### src/rtl/core/tbpd_pkg.sv
`default_nettype none

package tbpd_pkg;

   // defaults for the top-level parameters
   localparam int COEF_FRAC_BITS_DEF  = 28;
   localparam int FREQ_ALPHA_Q16_DEF  = 16384;
   localparam int PEAK_TIMEOUT_MS_DEF = 500;

   // field widths
   localparam int SAMPLE_W   = 16;
   localparam int TIME_W     = 32;
   localparam int ENV_W      = 15;
   localparam int FREQ_W     = 16;
   localparam int CONF_W     = 7;
   localparam int CSR_IDX_W  = 3;
   localparam int CSR_DATA_W = 16;

   // filter structure
   localparam int FILTER_TAPS = 5;
   localparam int HIST        = FILTER_TAPS - 1;
   localparam int HIST_IDX_W  = $clog2(HIST);
   localparam int Y_W         = 40;              // filter state, Q9.31
   localparam int YH_W        = 20;              // low part split off the state
   localparam int X_SHIFT     = 24;              // sample Q9.7 to state scale
   localparam int COEF_W      = 34;
   localparam int MOP_W       = 21;              // second multiplier operand
   localparam int PROD_W      = COEF_W + MOP_W;
   localparam int ACC_W       = 80;
   localparam int MAC_STEPS   = FILTER_TAPS + 2 * HIST;
   localparam int STEP_W      = $clog2(MAC_STEPS);
   localparam int ALPHA_SHIFT = 16;

   // shared divider
   localparam int DIV_W      = 22;
   localparam int DIV_DVS_W  = 16;
   localparam int FREQ_NUM   = 256000;           // 1000 Hz in Q8.8 times ms
   localparam int CONF_SCALE = 100;
   localparam int FREQ_MAX   = 65535;

   localparam int NUM_K [FILTER_TAPS] = '{134, 0, -267, 0, 134};
   localparam int DEN_K [FILTER_TAPS] = '{10000, -34183, 45883, -28577, 7009};

   typedef logic signed [COEF_W-1:0] coef_tab_type [MAC_STEPS];

   typedef enum logic [CSR_IDX_W-1:0] {
      CSR_ENV_ALPHA,
      CSR_TREMOR_THR,
      CSR_PEAK_THR,
      CSR_PEAK_RST_THR,
      CSR_MIN_PERIOD,
      CSR_MAX_PERIOD,
      CSR_LOW_FREQ,
      CSR_HIGH_FREQ
   } csr_idx_type;

   typedef enum logic [1:0] {
      MUL_MAC,
      MUL_ENV,
      MUL_FREQ
   } mul_sel_type;

   typedef struct packed {
      logic              load;
      mul_sel_type       mul_sel;
      logic [STEP_W-1:0] step;
      logic              acc_en;
      logic              filt_upd;
      logic              peak_upd;
      logic              env_upd;
      logic              div_start;
      logic              div_conf;
      logic              freq_upd;
      logic              tout;
      logic              out_load;
   } cmd_type;

   typedef struct packed {
      logic freq_hit;
      logic div_done;
   } status_type;

   // four-digit decimal coefficient, rounded half away from zero
   function automatic longint coef_fix(int k, int frac);
      longint m;
      longint v;
      m = (k < 0) ? -longint'(k) : longint'(k);
      v = ((m << frac) + 5000) / 10000;
      return (k < 0) ? -v : v;
   endfunction

   // numerator taps, then feedback taps for the high and the low state parts
   function automatic coef_tab_type coef_table(int frac);
      coef_tab_type t;
      for (int i = 0; i < FILTER_TAPS; i++) begin
         t[i] = COEF_W'(coef_fix(NUM_K[i], frac));
      end
      for (int j = 0; j < HIST; j++) begin
         t[FILTER_TAPS + j]        = COEF_W'(-coef_fix(DEN_K[j + 1], frac));
         t[FILTER_TAPS + HIST + j] = COEF_W'(-coef_fix(DEN_K[j + 1], frac));
      end
      return t;
   endfunction

endpackage

`default_nettype wire

### src/rtl/core/tbpd_ctrl.sv
`default_nettype none

module tbpd_ctrl
   import tbpd_pkg::*;
(
   input  wire logic       clock,
   input  wire logic       reset,
   input  wire logic       req_valid,
   output logic            req_ready,
   output logic            rsp_valid,
   input  wire logic       rsp_ready,
   input  wire status_type status,
   output cmd_type         cmd
);

   typedef enum logic [3:0] {
      S_IDLE, S_MAC, S_DRAIN, S_FILT, S_ENVM, S_ENVU,
      S_DIVF, S_FMUL, S_FUPD, S_TOUT, S_DIVC, S_FIN
   } state_type;

   state_type         state_ff, state_in;
   logic [STEP_W-1:0] step_ff, step_in;
   logic              rsp_valid_ff, rsp_valid_in;

   // next state and commands
   always_comb begin
      state_in     = state_ff;
      step_in      = step_ff;
      rsp_valid_in = rsp_valid_ff && !rsp_ready;
      cmd          = '0;
      cmd.mul_sel  = MUL_MAC;
      cmd.step     = step_ff;
      case (state_ff)
         S_IDLE: begin
            if (req_valid) begin
               cmd.load = 1'b1;
               step_in  = '0;
               state_in = S_MAC;
            end
         end
         S_MAC: begin
            cmd.acc_en = (step_ff != '0);
            if (step_ff == STEP_W'(MAC_STEPS - 1)) begin
               state_in = S_DRAIN;
            end else begin
               step_in = step_ff + 1'b1;
            end
         end
         S_DRAIN: begin
            cmd.acc_en = 1'b1;
            state_in   = S_FILT;
         end
         S_FILT: begin
            cmd.filt_upd = 1'b1;
            state_in     = S_ENVM;
         end
         S_ENVM: begin
            cmd.mul_sel  = MUL_ENV;
            cmd.peak_upd = 1'b1;
            state_in     = S_ENVU;
         end
         S_ENVU: begin
            cmd.env_upd = 1'b1;
            if (status.freq_hit) begin
               cmd.div_start = 1'b1;
               state_in      = S_DIVF;
            end else begin
               state_in = S_TOUT;
            end
         end
         S_DIVF: begin
            if (status.div_done) begin
               state_in = S_FMUL;
            end
         end
         S_FMUL: begin
            cmd.mul_sel = MUL_FREQ;
            state_in    = S_FUPD;
         end
         S_FUPD: begin
            cmd.freq_upd = 1'b1;
            state_in     = S_TOUT;
         end
         S_TOUT: begin
            cmd.tout      = 1'b1;
            cmd.div_start = 1'b1;
            cmd.div_conf  = 1'b1;
            state_in      = S_DIVC;
         end
         S_DIVC: begin
            if (status.div_done) begin
               state_in = S_FIN;
            end
         end
         S_FIN: begin
            // wait for the output register to be free
            if (!rsp_valid_ff || rsp_ready) begin
               cmd.out_load = 1'b1;
               rsp_valid_in = 1'b1;
               state_in     = S_IDLE;
            end
         end
         default: begin
            state_in = S_IDLE;
         end
      endcase
   end

   always_ff @(posedge clock) begin
      if (reset) begin
         state_ff     <= S_IDLE;
         step_ff      <= '0;
         rsp_valid_ff <= 1'b0;
      end else begin
         state_ff     <= state_in;
         step_ff      <= step_in;
         rsp_valid_ff <= rsp_valid_in;
      end
   end

   assign req_ready = (state_ff == S_IDLE);
   assign rsp_valid = rsp_valid_ff;

endmodule

`default_nettype wire

### config.mk
export PLATFORM = sky130hd
export DESIGN_NAME = tbpd_ctrl
export DESIGN_NICKNAME = d
export VERILOG_FILES = /design/src/rtl/core/tbpd_pkg.sv /design/src/rtl/core/tbpd_ctrl.sv
export SDC_FILE = /design/constraint.sdc
export NUM_CORES = 1
export LEC_CHECK = 0
export ABC_AREA = 1
export BUFFER_PORTS_ARGS = -buffer_cell sky130_fd_sc_hd__buf_2
export CORE_MARGIN = 2
export CORE_UTILIZATION = 23
export DETAILED_ROUTE_END_ITERATION = 10
export MAX_ROUTING_LAYER = met4
export PLACE_DENSITY_LB_ADDON = 0.3
export SLEW_MARGIN = 15
export SYNTH_ARGS = -nofsm -noshare
export SYNTH_HDL_FRONTEND = slang
export SYNTH_SLANG_ARGS = --single-unit
### constraint.sdc
create_clock -name clock -period 1.4 [get_ports clock]
set_clock_uncertainty 0.05 [all_clocks]
set_input_delay 0.35 -clock clock [delete_from_list [all_inputs] [get_ports clock]]
set_output_delay 0.35 -clock clock [all_outputs]
set_load 0.02 [all_outputs]
==> results of run 1 <==
## cell type report
type                       count  area [µm²]  area share, %
multi-input combinational     86         666           46.7
timing repair buffer          45         402           28.2
sequential                     9         201           14.1
inverter                      18        87.6           6.15
tap                           33        41.3           2.90
clock buffer                   3        22.5           1.58
clock inverter                 1        5.00          0.351
## power by group through the flow
| stage | combinational (mW) | clock [mW] | sequential, mW |
|---|---|---|---|
| after floorplan | 1.08 | 0 | 0.461 |
| after global placement | 1.52 | 0 | 0.415 |
| after detailed placement | 1.53 | 0 | 0.419 |
| after CTS | 2.18 | 0.215 | 0.492 |
| after global routing | 2.86 | 0.228 | 0.531 |
| final | 2.66 | 0.204 | 0.518 |
## cell usage in the layout, fill, tap and decap left out, types with 2 or more instances in the layout
master / count
dfxtp_2: 2
inv_4: 4
dfxtp_4: 5
buf_12: 2
buf_4: 16
clkbuf_4: 3
nand2_4: 8
inv_1: 8
nor2_2: 8
nor2_1: 12
inv_6: 2
dfxtp_1: 2
inv_2: 4
buf_6: 17
nand3_1: 5
nor2_4: 11
nand2_8: 3
buf_2: 10
nand2_1: 15
a21oi_1: 6
nand2_2: 6
o21ai_2: 2
## how the worst max path moves through the flow
stage / end / slack, ns / start / depth (start not counted)
after global routing: cmd[8] / -0.27 / step_ff[1]$_SDFFE_PP0P_ / 6
after global placement: cmd[8] / -0.007 / state_ff[3]$_SDFFE_PP0P_ / 4
after floorplan: cmd[13] / 0.003 / state_ff[0]$_SDFFE_PP0P_ / 4
after detailed placement: state_ff[0]$_SDFFE_PP0P_ / -0.02 / step_ff[0]$_SDFFE_PP0P_ / 10
final: cmd[8] / -0.20 / state_ff[0]$_SDFFE_PP0P_ / 5
after CTS: cmd[8] / -0.24 / step_ff[0]$_SDFFE_PP0P_ / 6
## metal layers
layer	global-route usage [%]	vias up	part of all wire, %
met3	2.62	4	3.9
met4	3.81	0	1.9
met2	22.9	22	54
met5	-	-	0
met1	15.2	407	40
li1	-	449	-
## state kept, by name, indices dropped and copies added, names as in the netlist
signal and flops:
rsp_valid 1, state_ff 4, step_ff 4
## critical path: stages, from the launching register on
cell and delay [ns]:
dfxtp_4 0.39, inv_4 0.09, buf_6 0.11, nand2_4 0.05
o22ai_4 0.14, buf_6 0.14
## what timing repair did
item	in CTS	in global routing
endpoints found under the hold margin	0	0
resized for setup	71	23
pin swaps	16	11
setup buffers	12	5
hold buffers	0	0
endpoints found under the setup margin	17	16
## per-stage QoR
stage | util, % | setup TNS, ns | hold slack (ns) | setup slack [ns]
after floorplan | - | 0 | 0.369 | 0.00323
after global placement | 31.0 | -0.0111 | 0.480 | -0.00700
after detailed placement | 31.0 | -0.0928 | 0.495 | -0.0241
after CTS | 42.3 | -1.49 | 0.223 | -0.243
after global routing | 47.5 | -3.18 | 0.231 | -0.265
final | 47.5 | -2.20 | 0.226 | -0.201
## synth_stat cells (all sizes together)
| cell type | number |
|---|---|
| a21oi | 6 |
| buf | 2 |
| dfxtp | 9 |
| ha | 2 |
| inv | 18 |
| nand2 | 32 |
| nand3 | 7 |
| nand3b | 1 |
| nor2 | 31 |
| nor3 | 2 |
| o21a | 1 |
| o21ai | 3 |
| o22ai | 1 |
## cell families (layout without fill, tap and decap cells)
family,Yosys count,in the layout,synth area share [%]
AND/OR/NAND/NOR,73,73,50.7
buffers and inverters,20,67,11.6
AO/OA/AOI/OAI,11,11,8.80
flip-flops,9,9,25.4
adder cells (fa/ha/maj),2,2,3.52
==> flow_metrics.tcl, run 1 <==
set metrics [dict create \
    status "complete, but fails checks" \
    violations "setup timing" \
    hold_depth 2 \
    p_sw_share_pct 49.5 \
    rr_worst_depth 12 \
    dieWidth_um 59.6 \
    yosys_warnings 0 \
    syn-instance-count 115 \
    grt_pass1_wl_um 3490 \
    drc 0 \
    power_mw 3.38 \
    core_um2 3000 \
    yosys_register_bits 9 \
    initial_utilization_pct 23.7 \
    synth_top_area_cell "dfxtp_1" \
    clock_path_buffers 2 \
    grt_max_degree 7 \
    grt_pass1_vias 847 \
    synth_area_leaders "dfxtp_1 (25%), nor2_1 (12%), nand2_1 (11%)" \
    max_cap_violations 0 \
    setup_violations 16 \
    ir_drop_mv 0.897 \
    first_iter_violations 13 \
    drive_gt1_share_pct 67.9 \
    htree_levels 1 \
    holdCritStartpoint "reset" \
    area_delta_synth_final_pct 101 \
    fmax_mhz 625 \
    overflow 0 \
    die_h_um 59.6 \
    gp_congestion 0.847 \
    synth_cell_types 21 \
    antenna_found_initial 0 \
    clockPowerShare_pct 6.0 \
    viasPerCell 4.52 \
    startpoint_type "flip-flop" \
    ant_nets 0 \
    diodes 0 \
    tightest_slew_ns 0.295 \
    wl_per_cell_um 11.4 \
    syn_area_um2 711 \
    seq_power_share_pct 15.3 \
    crit_path_end_kind "output port" \
    seq_area_frac_synth_pct 25.4 \
    syn_avg_cell_area_um2 6.18 \
    crit_fanout 4 \
    hpwlAfterDp_um 1520 \
    crit_arrival_ns 1.20 \
    clk_pin_slew_worst_paths_ns 0.07 \
    rows 20 \
    drv_slew 0 \
    final_cells 195 \
    p_int_mw 1.71 \
    p_per_area_nw_per_um2 2380 \
    p_leak_nw 0.656 \
    rrSetupSlack_ns -0.08 \
    setup_ws_ns -0.201 \
    clk_latency_ns 0.27 \
    dpl-instance-area_um2 930 \
    drtPass1Iterations 4 \
    hold_violations 0 \
    r2r_start "state_ff[0]$_SDFFE_PP0P_" \
    min_period_ns 1.60 \
    rr_endpoint "state_ff[0]$_SDFFE_PP0P_" \
    max_slew_margin_pct 80.2 \
    final_design_area_no_fill_um2 1430 \
    die-area_um2 3550 \
    fin_nets 171 \
    grt_usage_pct 13.2 \
    cts_tree "done" \
    p_sw_mw 1.68 \
    drt_wl_total_um 2220 \
    critical_path_class "flip-flop to output port" \
    critPathRequiredTime_ns 1.00 \
    numCtsBuffers 3 \
    hold_class "input port to flip-flop" \
    finalCritPeriodShare_pct 114 \
    nFillCells 308 \
    hold_end "state_ff[2]$_SDFFE_PP0P_" \
    rsz0062_at_grt "yes" \
    synth_top_area_share_pct 25.4 \
    syn_nets 123 \
    ios 24 \
    io_buffers 23 \
    dpl.cell_count 175 \
    combPwrFrac_pct 78.7 \
    clockRootBuffer "clkbuf_4" \
    dr_total_vias 882 \
    clock_sinks 9 \
]
Power figures use the tool's default switching activity.
==> run 2: changes to the inputs <==
--- a/config.mk
+++ b/config.mk
@@ -12,6 +12,7 @@
 export DETAILED_ROUTE_END_ITERATION = 10
 export MAX_ROUTING_LAYER = met4
 export PLACE_DENSITY_LB_ADDON = 0.3
+export RECOVER_POWER = 50
 export SLEW_MARGIN = 15
 export SYNTH_ARGS = -nofsm -noshare
 export SYNTH_HDL_FRONTEND = slang
==> flow_metrics.tcl, run 2 (synthesized netlist as in run 1, its figures left out) <==
set metrics [dict create \
    status "complete, but fails checks" \
    violations "setup timing" \
    cp_slowest_cell "dfxtp_4" \
    area_delta_synth_final_pct 100 \
    clock_path_buffers 2 \
    hold_violations 0 \
    p_leak_nw 0.646 \
    drv_slew 0 \
    crit_fanout 4 \
    hpwlAfterDp_um 1520 \
    dr_total_vias 882 \
    die-area_um2 3550 \
    path_cells "inv_4, buf_6, nand2_4, o22ai_4, buf_6" \
    viasPerCell 4.52 \
    gp_congestion 0.847 \
    grt_pass1_wl_um 3490 \
    p_per_area_nw_per_um2 2380 \
    pre_cts_ws_ns -0.0241 \
    finalCritPeriodShare_pct 114 \
    met2_length_um 1200 \
    clk_pin_slew_worst_paths_ns 0.07 \
    critical_path_class "flip-flop to output port" \
    first_iter_violations 13 \
    htree_levels 1 \
    wl_per_cell_um 11.3 \
    crit_path_end_kind "output port" \
    max_cap_violations 0 \
    dr_wl_met3_um 86 \
    final_design_area_no_fill_um2 1420 \
    drc 0 \
    overflow 0 \
    dieWidth_um 59.6 \
    min_period_ns 1.60 \
    diodes 0 \
    wl_met1_um 887 \
    drt_wl_total_um 2210 \
    drtPass1Iterations 4 \
    io_buffers 23 \
    cts_tree "done" \
    clk_latency_ns 0.27 \
    setup_violations 16 \
    clock_sinks 9 \
    final_common_cell "buf_6" \
    rsz0062_at_grt "yes" \
    setup_ws_ns -0.201 \
    dpl-instance-area_um2 930 \
    core_um2 3000 \
    cpMostUsedCell "buf_6" \
    critPathRequiredTime_ns 1.00 \
    initial_utilization_pct 23.7 \
    drive_gt1_share_pct 66.7 \
    fin_nets 171 \
    power_mw 3.38 \
    grt_max_degree 7 \
    die_h_um 59.6 \
    rows 20 \
    hold-worst-slack_ns 0.226 \
    antenna_found_initial 0 \
    ir_drop_mv 0.897 \
    max_slew_margin_pct 80.2 \
    grt_usage_pct 13.2 \
    seq_area_um2 201 \
    startpoint_type "flip-flop" \
    grt_pass1_vias 847 \
    multi_input_area_um2 666 \
    hold_class "input port to flip-flop" \
    clockRootBuffer "clkbuf_4" \
    top_layer "met4" \
    mostFrequentLayoutCells "buf_6 (17), buf_4 (16), nand2_1 (15)" \
    ios 24 \
    fmax_mhz 625 \
    crit_arrival_ns 1.20 \
    max_stage_delay_ns 0.39 \
    numCtsBuffers 3 \
    tightest_slew_ns 0.295 \
    setup_tns_ns -2.20 \
    nFillCells 310 \
    ant_nets 0 \
]
run 2: changes by cell type in the layout (fill, tap and decap cells not counted), sizes merged:
cell    delta
clkbuf     +3
buf        -3
run 2: layout make-up:
class                   instances  share of cell area [%]
clock buffers                   3                    1.58
inverters                      18                    6.16
repair buffers                 45                    28.1
clock inverters                 1                   0.352
multi-input cells              86                    46.8
flip-flops and latches          9                    14.2
well taps                      33                    2.90
run 2: report_power, final:
group / total [mW] / internal (mW) / leakage [nW] / switching [mW]
registers: 0.518 / 0.372 / 0.0778 / 0.146
logic: 2.66 / 1.23 / 0.551 / 1.43
clock network: 0.204 / 0.105 / 0.0177 / 0.0982
run 2: path summary, 6_finish.rpt:
path | start | endpoint | slack, ns | cells past startpoint
max | state_ff[0]$_SDFFE_PP0P_ | cmd[8] | -0.20 | 5
max reg2reg | state_ff[0]$_SDFFE_PP0P_ | state_ff[0]$_SDFFE_PP0P_ | -0.08 | 12
min reg2reg | step_ff[2]$_SDFFE_PP0P_ | step_ff[2]$_SDFFE_PP0P_ | 0.51 | 2
min | reset | state_ff[2]$_SDFFE_PP0P_ | 0.23 | 2
run 2: through the flow:
stage,cells,utilization [%]
floorplan,115,-
global placement,175,31.0
detailed placement,175,31.0
CTS,190,42.3
global route,195,47.4
finish,195,47.4
run 2: routing by layer:
layer,up-vias,GRT usage (%)
met2,22,22.9
met4,0,3.81
li1,449,-
met1,407,15.2
met3,4,2.62
met5,-,-
run 2: critical path, delay by kind of cell, from the launching register on:
| kind | cells | cell delay [ns] |
|---|---|---|
| AOI/OAI and AO/OA | 1 | 0.14 |
| DFF | 1 | 0.39 |
| and+or+nand+nor | 1 | 0.05 |
| buffers and inverters | 3 | 0.34 |
run 2: repair_timing:
action,CTS,global route
hold buffers,0,0
setup buffers,12,5
pin swaps,16,11
gates resized for setup,71,23
endpoints found under the setup margin,17,16
hold endpoints to repair,0,0
==> run 3: changes to the inputs <==
--- a/config.mk
+++ b/config.mk
@@ -10,9 +10,9 @@
 export CORE_MARGIN = 2
 export CORE_UTILIZATION = 23
 export DETAILED_ROUTE_END_ITERATION = 10
-export MAX_ROUTING_LAYER = met4
 export PLACE_DENSITY_LB_ADDON = 0.3
 export RECOVER_POWER = 50
+export SKIP_CTS_REPAIR_TIMING = 1
 export SLEW_MARGIN = 15
 export SYNTH_ARGS = -nofsm -noshare
 export SYNTH_HDL_FRONTEND = slang
==> flow_metrics.tcl, run 3 (synthesized netlist as in run 1, its figures left out) <==
set metrics [dict create \
    rsz0062_at_grt "yes" \
    cts_tree "done" \
    drc 0 \
    ant_nets 0 \
    overflow 0 \
    hold_violations 0 \
    rr_worst_depth 11 \
    finalCritPeriodShare_pct 117 \
    diodes 0 \
    rows 20 \
    clock_sinks 9 \
    first_iter_violations 29 \
    tightest_slew_ns 0.292 \
    final_common_cell "nand2_1" \
    grt_pass1_wl_um 2950 \
    clockRootBuffer "clkbuf_4" \
    drtPass1Iterations 4 \
    wl_per_cell_um 10.9 \
    hold_depth 2 \
    fmax_mhz 608 \
    crit_arrival_ns 1.24 \
    clock_path_buffers 2 \
    numCtsBuffers 3 \
    power_mw 3.08 \
    gp_congestion 0.834 \
    dr_total_vias 854 \
    die-area_um2 3550 \
    viasPerCell 4.52 \
    clk_latency_ns 0.27 \
    critical_path_class "flip-flop to output port" \
    crit_fanout 5 \
    violations "setup timing" \
    htree_levels 1 \
    critPathRequiredTime_ns 1.00 \
    fin_util_pct 44.4 \
    max_cap_violations 0 \
    hold_class "input port to flip-flop" \
    drv_slew 0 \
    io_buffers 23 \
    drt_wl_total_um 2060 \
    max_slew_margin_pct 80.4 \
    status "complete, but fails checks" \
    antenna_found_initial 0 \
    area_delta_synth_final_pct 87.5 \
    p_per_area_nw_per_um2 2310 \
    dieWidth_um 59.6 \
    crit_path_end_kind "output port" \
    grt_pass1_vias 710 \
    setup_ws_ns -0.245 \
    ir_drop_mv 0.820 \
    grt_usage_pct 10.9 \
    core_um2 3000 \
    ios 24 \
    setup_violations 15 \
    hold-worst-slack_ns 0.222 \
    die_h_um 59.6 \
    fin_nets 165 \
    grt_max_degree 7 \
    initial_utilization_pct 23.7 \
    startpoint_type "flip-flop" \
    p_leak_nw 0.605 \
    drive_gt1_share_pct 61.5 \
    nFillCells 322 \
    mostFrequentLayoutCells "nand2_1 (18), nor2_1 (17), buf_6 (14), buf_4 (14), nor2_4 (9)" \
    min_period_ns 1.64 \
    clk_pin_slew_worst_paths_ns 0.07 \
    hpwlAfterDp_um 1520 \
]
-- run 3: layer usage --
| layer | up-vias | track usage, % | wire, µm |
|---|---|---|---|
| met4 | 0 | 3.81 | 25 |
| met1 | 388 | 13.8 | 889 |
| met3 | 4 | 2.84 | 103 |
| li1 | 440 | - | - |
| met5 | - | 0 | 0 |
| met2 | 22 | 17.7 | 1040 |
-- run 3: layout make-up --
cell class	instances	area [µm²]	share of cell area, %
Clock inverter	1	5.00	0.376
Multi-Input combinational cell	86	639	48.0
Tap cell	33	41.3	3.10
Inverter	18	92.6	6.95
Sequential cell	9	200	15.0
Timing Repair Buffer	39	332	24.9
Clock buffer	3	22.5	1.69
-- run 3: path summary, 6_finish.rpt --
path / endpoint / slack [ns] / start
worst max-delay path: cmd[4] / -0.24 / state_ff[0]$_SDFFE_PP0P_
worst min-delay path: state_ff[2]$_SDFFE_PP0P_ / 0.22 / reset
worst max register to register: state_ff[0]$_SDFFE_PP0P_ / -0.09 / state_ff[3]$_SDFFE_PP0P_
worst min register to register: step_ff[3]$_SDFFE_PP0P_ / 0.52 / step_ff[3]$_SDFFE_PP0P_
-- run 3: stage by stage --
step / setup WS, ns / setup TNS, ns / cell area, µm² / instances
CTS: -0.330 / -3.20 / 957 / 179
floorplan: 0.00323 / 0 / 743 / 115
detailed placement: -0.0241 / -0.0928 / 930 / 175
global placement: -0.00700 / -0.0111 / 930 / 175
global route: -0.315 / -2.96 / 1330 / 189
finish: -0.245 / -1.77 / 1330 / 189
-- run 3: critical path, stage by stage, from the launching register on --
cell     delay, ns
dfxtp_4       0.42
buf_12        0.13
nand2_8       0.07
nor2_4        0.10
nand2_2       0.07
o21ai_2       0.06
buf_6         0.13
-- run 3: power by group --
| group | leakage, nW | internal, mW | switching [mW] | total, mW |
|---|---|---|---|---|
| registers | 0.0773 | 0.372 | 0.156 | 0.528 |
| clock network | 0.0177 | 0.105 | 0.100 | 0.206 |
| logic | 0.510 | 1.05 | 1.30 | 2.35 |
| total | 0.605 | 1.52 | 1.56 | 3.08 |
