<file path="config.mk">
export PLATFORM = sky130hd
export DESIGN_NAME = tbpd_dp
export DESIGN_NICKNAME = d
export VERILOG_FILES = /design/src/rtl/core/tbpd_pkg.sv /design/src/rtl/core/tbpd_div.sv /design/src/rtl/core/tbpd_dp.sv
export SDC_FILE = /design/constraint.sdc
export NUM_CORES = 2
export LEC_CHECK = 0
export BUFFER_PORTS_ARGS = -buffer_cell sky130_fd_sc_hd__buf_2
export CAP_MARGIN = 20
export CORE_UTILIZATION = 60
export DETAILED_ROUTE_END_ITERATION = 16
export PLACE_DENSITY = 0.77
export SKIP_CTS_REPAIR_TIMING = 1
export SLEW_MARGIN = 20
export SYNTH_ARGS = -nofsm -noshare
export SYNTH_HDL_FRONTEND = slang
export SYNTH_SLANG_ARGS = --single-unit
</file>
<file path="constraint.sdc">
create_clock -name clock -period 33.1 [get_ports clock]
set_input_delay 4.965 -clock clock [delete_from_list [all_inputs] [get_ports clock]]
set_output_delay 4.965 -clock clock [all_outputs]
set_load 0.005 [all_outputs]
</file>
<file path="src/rtl/core/tbpd_pkg.sv">
`default_nettype none

package tbpd_pkg;

   // defaults for the top-level parameters
   localparam int COEF_FRAC_BITS_DEF  = 28;
   localparam int FREQ_ALPHA_Q16_DEF  = 16384;
   localparam int PEAK_TIMEOUT_MS_DEF = 500;

   // field widths
   localparam int SAMPLE_W   = 16;
   localparam int TIME_W     = 32;
   localparam int ENV_W      = 15;
   localparam int FREQ_W     = 16;
   localparam int CONF_W     = 7;
   localparam int CSR_IDX_W  = 3;
   localparam int CSR_DATA_W = 16;

   // filter structure
   localparam int FILTER_TAPS = 5;
   localparam int HIST        = FILTER_TAPS - 1;
   localparam int HIST_IDX_W  = $clog2(HIST);
   localparam int Y_W         = 40;              // filter state, Q9.31
   localparam int YH_W        = 20;              // low part split off the state
   localparam int X_SHIFT     = 24;              // sample Q9.7 to state scale
   localparam int COEF_W      = 34;
   localparam int MOP_W       = 21;              // second multiplier operand
   localparam int PROD_W      = COEF_W + MOP_W;
   localparam int ACC_W       = 80;
   localparam int MAC_STEPS   = FILTER_TAPS + 2 * HIST;
   localparam int STEP_W      = $clog2(MAC_STEPS);
   localparam int ALPHA_SHIFT = 16;

   // shared divider
   localparam int DIV_W      = 22;
   localparam int DIV_DVS_W  = 16;
   localparam int FREQ_NUM   = 256000;           // 1000 Hz in Q8.8 times ms
   localparam int CONF_SCALE = 100;
   localparam int FREQ_MAX   = 65535;

   localparam int NUM_K [FILTER_TAPS] = '{134, 0, -267, 0, 134};
   localparam int DEN_K [FILTER_TAPS] = '{10000, -34183, 45883, -28577, 7009};

   typedef logic signed [COEF_W-1:0] coef_tab_type [MAC_STEPS];

   typedef enum logic [CSR_IDX_W-1:0] {
      CSR_ENV_ALPHA,
      CSR_TREMOR_THR,
      CSR_PEAK_THR,
      CSR_PEAK_RST_THR,
      CSR_MIN_PERIOD,
      CSR_MAX_PERIOD,
      CSR_LOW_FREQ,
      CSR_HIGH_FREQ
   } csr_idx_type;

   typedef enum logic [1:0] {
      MUL_MAC,
      MUL_ENV,
      MUL_FREQ
   } mul_sel_type;

   typedef struct packed {
      logic              load;
      mul_sel_type       mul_sel;
      logic [STEP_W-1:0] step;
      logic              acc_en;
      logic              filt_upd;
      logic              peak_upd;
      logic              env_upd;
      logic              div_start;
      logic              div_conf;
      logic              freq_upd;
      logic              tout;
      logic              out_load;
   } cmd_type;

   typedef struct packed {
      logic freq_hit;
      logic div_done;
   } status_type;

   // four-digit decimal coefficient, rounded half away from zero
   function automatic longint coef_fix(int k, int frac);
      longint m;
      longint v;
      m = (k < 0) ? -longint'(k) : longint'(k);
      v = ((m << frac) + 5000) / 10000;
      return (k < 0) ? -v : v;
   endfunction

   // numerator taps, then feedback taps for the high and the low state parts
   function automatic coef_tab_type coef_table(int frac);
      coef_tab_type t;
      for (int i = 0; i < FILTER_TAPS; i++) begin
         t[i] = COEF_W'(coef_fix(NUM_K[i], frac));
      end
      for (int j = 0; j < HIST; j++) begin
         t[FILTER_TAPS + j]        = COEF_W'(-coef_fix(DEN_K[j + 1], frac));
         t[FILTER_TAPS + HIST + j] = COEF_W'(-coef_fix(DEN_K[j + 1], frac));
      end
      return t;
   endfunction

endpackage

`default_nettype wire

</file>
<file path="src/rtl/core/tbpd_div.sv">
`default_nettype none

module tbpd_div
   import tbpd_pkg::*;
(
   input  wire logic                 clock,
   input  wire logic                 reset,
   input  wire logic                 start,
   input  wire logic [DIV_W-1:0]     dividend,
   input  wire logic [DIV_DVS_W-1:0] divisor,
   output logic                      done,
   output logic [DIV_W-1:0]          quotient
);

   localparam int CNT_W = $clog2(DIV_W + 1);

   logic                 busy_ff;
   logic                 done_ff;
   logic [CNT_W-1:0]     cnt_ff;
   logic [DIV_W-1:0]     quo_ff;
   logic [DIV_DVS_W-1:0] rem_ff;
   logic [DIV_DVS_W-1:0] dvs_ff;
   logic [DIV_DVS_W:0]   trial;
   logic                 fits;

   // one quotient bit per cycle, restoring
   assign trial = {rem_ff, quo_ff[DIV_W-1]};
   assign fits  = trial >= {1'b0, dvs_ff};

   // control
   always_ff @(posedge clock) begin
      if (reset) begin
         busy_ff <= 1'b0;
         done_ff <= 1'b0;
         cnt_ff  <= '0;
      end else begin
         done_ff <= 1'b0;
         if (start) begin
            busy_ff <= 1'b1;
            cnt_ff  <= CNT_W'(DIV_W);
         end else if (busy_ff) begin
            cnt_ff <= cnt_ff - 1'b1;
            if (cnt_ff == CNT_W'(1)) begin
               busy_ff <= 1'b0;
               done_ff <= 1'b1;
            end
         end
      end
   end

   // operands and partial remainder
   always_ff @(posedge clock) begin
      if (start) begin
         quo_ff <= dividend;
         rem_ff <= '0;
         dvs_ff <= divisor;
      end else if (busy_ff) begin
         quo_ff <= {quo_ff[DIV_W-2:0], fits};
         rem_ff <= fits ? DIV_DVS_W'(trial - {1'b0, dvs_ff}) : DIV_DVS_W'(trial);
      end
   end

   assign done     = done_ff;
   assign quotient = quo_ff;

endmodule

`default_nettype wire

</file>
<file path="src/rtl/core/tbpd_dp.sv">
`default_nettype none

module tbpd_dp
   import tbpd_pkg::*;
#(
   parameter int COEF_FRAC_BITS  = COEF_FRAC_BITS_DEF,
   parameter int FREQ_ALPHA_Q16  = FREQ_ALPHA_Q16_DEF,
   parameter int PEAK_TIMEOUT_MS = PEAK_TIMEOUT_MS_DEF
)
(
   input  wire logic                  clock,
   input  wire logic                  reset,
   input  wire cmd_type               cmd,
   output status_type                 status,
   input  wire logic signed [SAMPLE_W-1:0] req_wrist_pitch,
   input  wire logic [TIME_W-1:0]     req_time_ms,
   input  wire logic                  csr_wr_en,
   input  wire logic [CSR_IDX_W-1:0]  csr_index,
   input  wire logic [CSR_DATA_W-1:0] csr_wdata,
   output logic signed [SAMPLE_W-1:0] rsp_filtered_pitch,
   output logic [ENV_W-1:0]           rsp_envelope_level,
   output logic [FREQ_W-1:0]          rsp_tremor_frequency,
   output logic [CONF_W-1:0]          rsp_confidence_pct,
   output logic                       rsp_tremor_detected
);

   localparam coef_tab_type COEF_TAB = coef_table(COEF_FRAC_BITS);
   localparam int Y_HI_FIRST = FILTER_TAPS;
   localparam int Y_LO_FIRST = FILTER_TAPS + HIST;
   localparam int SH_W = $clog2(X_SHIFT + 1);
   localparam logic signed [Y_W-1:0] Y_MAX = {1'b0, {(Y_W-1){1'b1}}};
   localparam logic signed [Y_W-1:0] Y_MIN = {1'b1, {(Y_W-1){1'b0}}};

   typedef enum logic [1:0] {
      PH_RISE,
      PH_TRACK,
      PH_RESET
   } phase_type;

   // configuration registers
   logic [CSR_DATA_W-1:0]       env_alpha_ff;
   logic [ENV_W-1:0]            tremor_thr_ff;
   logic signed [SAMPLE_W-1:0]  peak_thr_ff;
   logic signed [SAMPLE_W-1:0]  peak_rst_thr_ff;
   logic [CSR_DATA_W-1:0]       min_period_ff;
   logic [CSR_DATA_W-1:0]       max_period_ff;
   logic [FREQ_W-1:0]           low_freq_ff;
   logic [FREQ_W-1:0]           high_freq_ff;

   // sample and filter state
   logic signed [SAMPLE_W-1:0]  x_ff;
   logic [TIME_W-1:0]           now_ff;
   logic signed [SAMPLE_W-1:0]  xh_ff [HIST];
   logic signed [Y_W-1:0]       yh_ff [HIST];
   logic signed [PROD_W-1:0]    prod_ff;
   logic [SH_W-1:0]             sh_ff;
   logic signed [ACC_W-1:0]     acc_ff;
   logic signed [SAMPLE_W-1:0]  filt_ff;
   logic [ENV_W-1:0]            env_ff;
   logic [FREQ_W-1:0]           freq_ff;
   phase_type                   phase_ff;
   logic signed [SAMPLE_W-1:0]  prev_ff;
   logic [TIME_W-1:0]           last_ff;
   logic                        seen_ff;
   logic [DIV_DVS_W-1:0]        period_ff;
   logic                        freq_hit_ff;

   // result register
   logic signed [SAMPLE_W-1:0]  out_filt_ff;
   logic [ENV_W-1:0]            out_env_ff;
   logic [FREQ_W-1:0]           out_freq_ff;
   logic [CONF_W-1:0]           out_conf_ff;
   logic                        out_det_ff;

   logic signed [COEF_W-1:0]    op_a;
   logic signed [MOP_W-1:0]     op_b;
   logic signed [PROD_W-1:0]    mul_out;
   logic [SH_W-1:0]             sh_sel;
   logic [HIST_IDX_W-1:0]       x_idx;
   logic [HIST_IDX_W-1:0]       y_idx;
   logic signed [Y_W-1:0]       y_tap;
   logic signed [ACC_W-1:0]     acc_sh;
   logic [ACC_W-Y_W:0]          acc_top;
   logic signed [Y_W-1:0]       y_new;
   logic [ENV_W:0]              mag;
   logic [ENV_W-1:0]            mag_sat;
   logic signed [ENV_W+1:0]     env_diff;
   logic signed [ENV_W+1:0]     env_sum;
   logic [TIME_W-1:0]           period;
   logic                        in_range;
   logic                        peak_now;
   logic [DIV_W-1:0]            div_dividend;
   logic [DIV_DVS_W-1:0]        div_divisor;
   logic                        div_done;
   logic [DIV_W-1:0]            quotient;
   logic [FREQ_W-1:0]           meas;
   logic signed [FREQ_W:0]      freq_diff;
   logic signed [FREQ_W:0]      freq_sum;

   // configuration writes
   always_ff @(posedge clock) begin
      if (reset) begin
         env_alpha_ff    <= CSR_DATA_W'(7209);
         tremor_thr_ff   <= ENV_W'(64);
         peak_thr_ff     <= SAMPLE_W'(64);
         peak_rst_thr_ff <= '0;
         min_period_ff   <= CSR_DATA_W'(100);
         max_period_ff   <= CSR_DATA_W'(300);
         low_freq_ff     <= FREQ_W'(1024);
         high_freq_ff    <= FREQ_W'(2048);
      end else if (csr_wr_en) begin
         case (csr_idx_type'(csr_index))
            CSR_ENV_ALPHA:    env_alpha_ff    <= csr_wdata;
            CSR_TREMOR_THR:   tremor_thr_ff   <= csr_wdata[ENV_W-1:0];
            CSR_PEAK_THR:     peak_thr_ff     <= $signed(csr_wdata);
            CSR_PEAK_RST_THR: peak_rst_thr_ff <= $signed(csr_wdata);
            CSR_MIN_PERIOD:   min_period_ff   <= csr_wdata;
            CSR_MAX_PERIOD:   max_period_ff   <= csr_wdata;
            CSR_LOW_FREQ:     low_freq_ff     <= csr_wdata;
            CSR_HIGH_FREQ:    high_freq_ff    <= csr_wdata;
            default: ;
         endcase
      end
   end

   // history taps picked by the step
   assign x_idx = HIST_IDX_W'(cmd.step - 1'b1);
   assign y_idx = (cmd.step >= STEP_W'(Y_LO_FIRST)) ? HIST_IDX_W'(cmd.step - STEP_W'(Y_LO_FIRST))
                                                    : HIST_IDX_W'(cmd.step - STEP_W'(Y_HI_FIRST));
   assign y_tap = yh_ff[y_idx];

   // magnitude and envelope difference
   assign mag      = filt_ff[SAMPLE_W-1] ? (ENV_W+1)'(-filt_ff) : (ENV_W+1)'(filt_ff);
   assign mag_sat  = mag[ENV_W] ? {ENV_W{1'b1}} : mag[ENV_W-1:0];
   assign env_diff = $signed({2'b00, mag_sat}) - $signed({2'b00, env_ff});

   // measured frequency, saturated
   assign meas      = (quotient > DIV_W'(FREQ_MAX)) ? FREQ_W'(FREQ_MAX) : quotient[FREQ_W-1:0];
   assign freq_diff = $signed({1'b0, meas}) - $signed({1'b0, freq_ff});

   // shared multiplier operands
   always_comb begin
      op_a   = '0;
      op_b   = '0;
      sh_sel = '0;
      case (cmd.mul_sel)
         MUL_MAC: begin
            op_a = (cmd.step < STEP_W'(MAC_STEPS)) ? COEF_TAB[cmd.step] : '0;
            if (cmd.step < STEP_W'(Y_HI_FIRST)) begin
               op_b   = (cmd.step == '0) ? MOP_W'(x_ff) : MOP_W'(xh_ff[x_idx]);
               sh_sel = SH_W'(X_SHIFT);
            end else if (cmd.step < STEP_W'(Y_LO_FIRST)) begin
               // high part of the state is signed
               op_b   = MOP_W'($signed(y_tap[Y_W-1:YH_W]));
               sh_sel = SH_W'(YH_W);
            end else begin
               op_b = $signed({1'b0, y_tap[YH_W-1:0]});
            end
         end
         MUL_ENV: begin
            op_a = $signed({{(COEF_W-CSR_DATA_W){1'b0}}, env_alpha_ff});
            op_b = MOP_W'(env_diff);
         end
         MUL_FREQ: begin
            op_a = COEF_W'(FREQ_ALPHA_Q16);
            op_b = MOP_W'(freq_diff);
         end
         default: ;
      endcase
   end

   assign mul_out = op_a * op_b;

   // filter output from the accumulator, floor and saturate
   assign acc_sh  = acc_ff >>> COEF_FRAC_BITS;
   assign acc_top = acc_sh[ACC_W-1:Y_W-1];
   assign y_new   = ((&acc_top) || !(|acc_top)) ? acc_sh[Y_W-1:0]
                                                : (acc_sh[ACC_W-1] ? Y_MIN : Y_MAX);

   assign env_sum  = $signed({2'b00, env_ff}) + (ENV_W+2)'(prod_ff >>> ALPHA_SHIFT);
   assign freq_sum = $signed({1'b0, freq_ff}) + (FREQ_W+1)'(prod_ff >>> ALPHA_SHIFT);

   // peak timing
   assign period   = now_ff - last_ff;
   assign in_range = (period >= TIME_W'(min_period_ff)) && (period <= TIME_W'(max_period_ff));
   assign peak_now = (phase_ff == PH_TRACK) && (filt_ff < prev_ff);

   // datapath payload
   always_ff @(posedge clock) begin
      prod_ff <= mul_out;
      sh_ff   <= sh_sel;
      if (cmd.load) begin
         x_ff   <= req_wrist_pitch;
         now_ff <= req_time_ms;
         acc_ff <= '0;
      end else if (cmd.acc_en) begin
         acc_ff <= acc_ff + (ACC_W'(prod_ff) <<< sh_ff);
      end
      if (cmd.filt_upd) begin
         filt_ff <= y_new[Y_W-1:X_SHIFT];
      end
      if (cmd.peak_upd) begin
         period_ff <= period[DIV_DVS_W-1:0];
      end
      if (cmd.out_load) begin
         out_filt_ff <= filt_ff;
         out_env_ff  <= env_ff;
         out_freq_ff <= freq_ff;
         out_conf_ff <= (quotient > DIV_W'(CONF_SCALE)) ? CONF_W'(CONF_SCALE)
                                                       : quotient[CONF_W-1:0];
         out_det_ff  <= (env_ff >= tremor_thr_ff) && (freq_ff >= low_freq_ff)
                        && (freq_ff <= high_freq_ff);
      end
   end

   // filter history, envelope, frequency and peak tracker state
   always_ff @(posedge clock) begin
      if (reset) begin
         for (int i = 0; i < HIST; i++) begin
            xh_ff[i] <= '0;
            yh_ff[i] <= '0;
         end
         env_ff      <= '0;
         freq_ff     <= '0;
         phase_ff    <= PH_RISE;
         prev_ff     <= '0;
         last_ff     <= '0;
         seen_ff     <= 1'b0;
         freq_hit_ff <= 1'b0;
      end else begin
         if (cmd.filt_upd) begin
            for (int i = HIST - 1; i > 0; i--) begin
               xh_ff[i] <= xh_ff[i - 1];
               yh_ff[i] <= yh_ff[i - 1];
            end
            xh_ff[0] <= x_ff;
            yh_ff[0] <= y_new;
         end
         if (cmd.env_upd) begin
            env_ff <= env_sum[ENV_W-1:0];
         end
         if (cmd.peak_upd) begin
            freq_hit_ff <= peak_now && seen_ff && in_range;
            prev_ff     <= filt_ff;
            case (phase_ff)
               PH_TRACK: begin
                  if (peak_now) begin
                     last_ff  <= now_ff;
                     seen_ff  <= 1'b1;
                     phase_ff <= PH_RESET;
                  end
               end
               PH_RESET: begin
                  if (filt_ff < peak_rst_thr_ff) begin
                     phase_ff <= PH_RISE;
                  end
               end
               default: begin
                  phase_ff <= (filt_ff > peak_thr_ff) ? PH_TRACK : PH_RISE;
               end
            endcase
         end
         if (cmd.freq_upd) begin
            freq_ff <= freq_sum[FREQ_W-1:0];
         end else if (cmd.tout && seen_ff && (period > TIME_W'(PEAK_TIMEOUT_MS))) begin
            freq_ff <= '0;
         end
      end
   end

   // divider operands: peak frequency or confidence
   assign div_dividend = cmd.div_conf ? DIV_W'(env_ff) * DIV_W'(CONF_SCALE) : DIV_W'(FREQ_NUM);
   assign div_divisor  = cmd.div_conf ? DIV_DVS_W'(tremor_thr_ff) : period_ff;

   tbpd_div u_div (
      .clock    (clock),
      .reset    (reset),
      .start    (cmd.div_start),
      .dividend (div_dividend),
      .divisor  (div_divisor),
      .done     (div_done),
      .quotient (quotient)
   );

   assign status.freq_hit = freq_hit_ff;
   assign status.div_done = div_done;

   assign rsp_filtered_pitch   = out_filt_ff;
   assign rsp_envelope_level   = out_env_ff;
   assign rsp_tremor_frequency = out_freq_ff;
   assign rsp_confidence_pct   = out_conf_ff;
   assign rsp_tremor_detected  = out_det_ff;

endmodule

`default_nettype wire

</file>
==> impl_metrics.ini <==
[global_route]
grt_overflow = 0
antenna_found_initial = 11
grt_max_degree = 120
grt_usage_pct = 35.6
grt_pass1_wl_um = 319000
grt_pass1_vias = 55000

[clock_network]
root_buffer = clkbuf_16
clkTransAtPathRegs_ns = 0.06
h-tree-depth = 3
clk_latency_ns = 0.67
cts_buffer_depth = 3
cts_buffers = 81
numClockSinks = 768
cts_tree = yes

[timing]
relSlewSlack_pct = 21.4
finalHoldViolCount = 0
min_period_over_period_pct = 48.7
fin_setup_tns_ns = 0
timing.fmax_mhz = 62.1
min_period_ns = 16.11
rsz0062_at_grt = false
skew_ns = 0.0246
setup_viol = 0
tightest_slew_ns = 1.18
drv_slew = 0

[cells_and_area]
nNetsFinal = 8887
drive_gt1_share_pct = 7.24
area_delta_synth_final_pct = 6.94
fillers = 9348

[logic_synthesis]
yosys.area.top_type_share_pct = 20.0
synth_top_area_cell = fa_1
synth.avg_cell_area_um2 = 9.11
ys_ff_latch = 768
ys_async_sr_fraction_pct = 0
synth_edf_count = 397
synth_top_flop_cell = edfxtp_1
syn_area_um2 = 69700
synthTopCellsByCount = inv_1 (1127), nand2_1 (953), fa_1 (696)
synth.area.top_cells = fa_1 (20%), edfxtp_1 (17%), dfxtp_1 (11%), ha_1 (9.1%), inv_1 (6.1%)
ys_seq_area_share_pct = 27.8
yosysMostFrequentCell = inv_1
synthesis.nets = 8942
ys.warnings.count = 0
syn_inst = 7655
ys_types = 93

[placed_design]
gp_congestion = 1.01
hpwl_um = 160000
port-buffer-count = 142

[critical_path]
cp_max_fo = 40
crit_path_max_incr_delay_ns = 0.86
criticalPathCategory = input port to flip-flop
path_delay_family = adder cells
r2r_cells = 42
worst-path-buf-inv = 9
startpoint_type = input port
end_kind = flip-flop
critPathArrivalTime_ns = 16.71
critPathSlowestCell = a2111oi_1
crit_path_frequent_cell = fa_1
cp.depth = 36
worst-endpoint-required_ns = 33.70

[detailed_routing]
detailedRoute.firstPassIterationCount = 7
drt-wirelength-per-cell_um = 22.7
first_iter_violations = 6247
vias = 56200
route.detailed.drc = 0
ant_nets = 0
vias_per_cell = 6.12
drt-total-wl_um = 208000

[floorplanning]
core_um2 = 115000
die_w_um = 343
dieArea_um2 = 118000
rows = 124
pin_count = 143
initial_core_util_pct = 60.7
die_h_um = 343

[job]
drv_cap = 0

[min_path]
hold_path_class = flip-flop to flip-flop
holdPathStages = 2

[run_status]
status = finished, final reports clean
==> per-stage QoR <==
| stage | util (%) | instances | hold WS [ns] | setup slack (ns) | instance area, µm² |
|---|---|---|---|---|---|
| 2_1_floorplan | - | 7655 | 0.417 | 17.91 | 69700 |
| 3_3_place_gp | 62.4 | 9024 | 0.431 | 16.89 | 71700 |
| 3_5_place_dp | 62.4 | 9025 | 0.441 | 16.63 | 71700 |
| 4_1_cts | 64.8 | 9177 | 0.452 | 17.29 | 74400 |
| 5_1_grt | 64.9 | 9185 | 0.469 | 16.52 | 74500 |
| 6_report | 64.9 | 9185 | 0.447 | 16.99 | 74500 |
==> worst paths after layout <==
kind	start	to	slack, ns
min reg2reg	freq_hit_ff$_SDFFE_PP0P_	freq_hit_ff$_SDFFE_PP0P_	0.45
max	cmd[9]	prod_ff[52]$_DFF_P_	16.99
max reg2reg	filt_ff[2]$_DFFE_PP_	prod_ff[52]$_DFF_P_	19.54
min	freq_hit_ff$_SDFFE_PP0P_	freq_hit_ff$_SDFFE_PP0P_	0.45
==> registers in the layout, summed over array words and instances (netlist names), 22 cells and up <==
signal / count
yh_ff: 160
acc_ff: 80
xh_ff: 64
prod_ff: 55
last_ff: 32
now_ff: 32
u_div.quotient: 22
==> area by class of cell <==
cell class | instances | area (µm²) | share of cell area, %
multi-input combinational | 5398 | 44900 | 60.2
sequential | 768 | 19400 | 26.0
inverter | 1127 | 4230 | 5.67
clock buffer | 99 | 2260 | 3.03
tap | 1512 | 1890 | 2.54
timing repair buffer | 224 | 1380 | 1.85
clock inverter | 53 | 512 | 0.686
antenna | 4 | 10.0 | 0.0134
==> worst reg2reg max path, delay by kind of cell (launching register included) <==
kind | cells | cell delay, ns
AO/OA/AOI/OAI | 16 | 5.01
adder cells (fa/ha/maj) | 9 | 4.30
AND/OR/NAND/NOR | 10 | 2.74
flip-flops | 1 | 0.63
multiplexers | 1 | 0.39
buffers and inverters | 5 | 0.27
XOR/XNOR | 1 | 0.16
==> kinds of logic (layout without fill, tap and decap cells) <==
group	count (synthesis)	after routing	synth area share [%]
compound gates	1398	1398	12.7
flops	768	768	27.8
simple gates	2325	2325	14.9
xor+xnor	224	224	2.81
fa+ha+maj	1201	1201	29.1
other cells	0	4	0
mux	250	250	4.67
buf+inv	1489	1503	8.12
==> cell usage in the layout (no fill, tap or decap), types with 26 or more instances in the layout <==
cell / count
mux2_2: 43
nand4_1: 55
xnor2_1: 135
o21bai_1: 37
o211ai_1: 38
o21ai_0: 212
o21a_1: 39
and3_1: 37
fa_1: 696
ha_1: 504
edfxtp_1: 397
buf_4: 82
dfxtp_1: 368
mux4_2: 56
nand2b_1: 66
a31oi_1: 26
xor2_1: 89
nand2_1: 953
and2_1: 249
mux2i_1: 151
nand3_1: 98
nor2_1: 640
inv_1: 1127
a211oi_1: 55
a21o_1: 180
nor2b_1: 52
buf_2: 138
a21oi_1: 541
clkbuf_16: 85
nor3_1: 67
==> routing by layer <==
layer / vias up / global-route usage (%) / wire length, µm / share of wire (%)
met5: - / 0 / 75 / 0.036
met4: 10 / 18.6 / 13000 / 6.2
li1: 25200 / - / - / -
met1: 27400 / 46.8 / 80300 / 39
met2: 2973 / 54.9 / 92700 / 44
met3: 669 / 8.15 / 22300 / 11
Power is not shown: default switching activity piles up to over one toggle a cycle in this logic, so the estimate is an artifact.
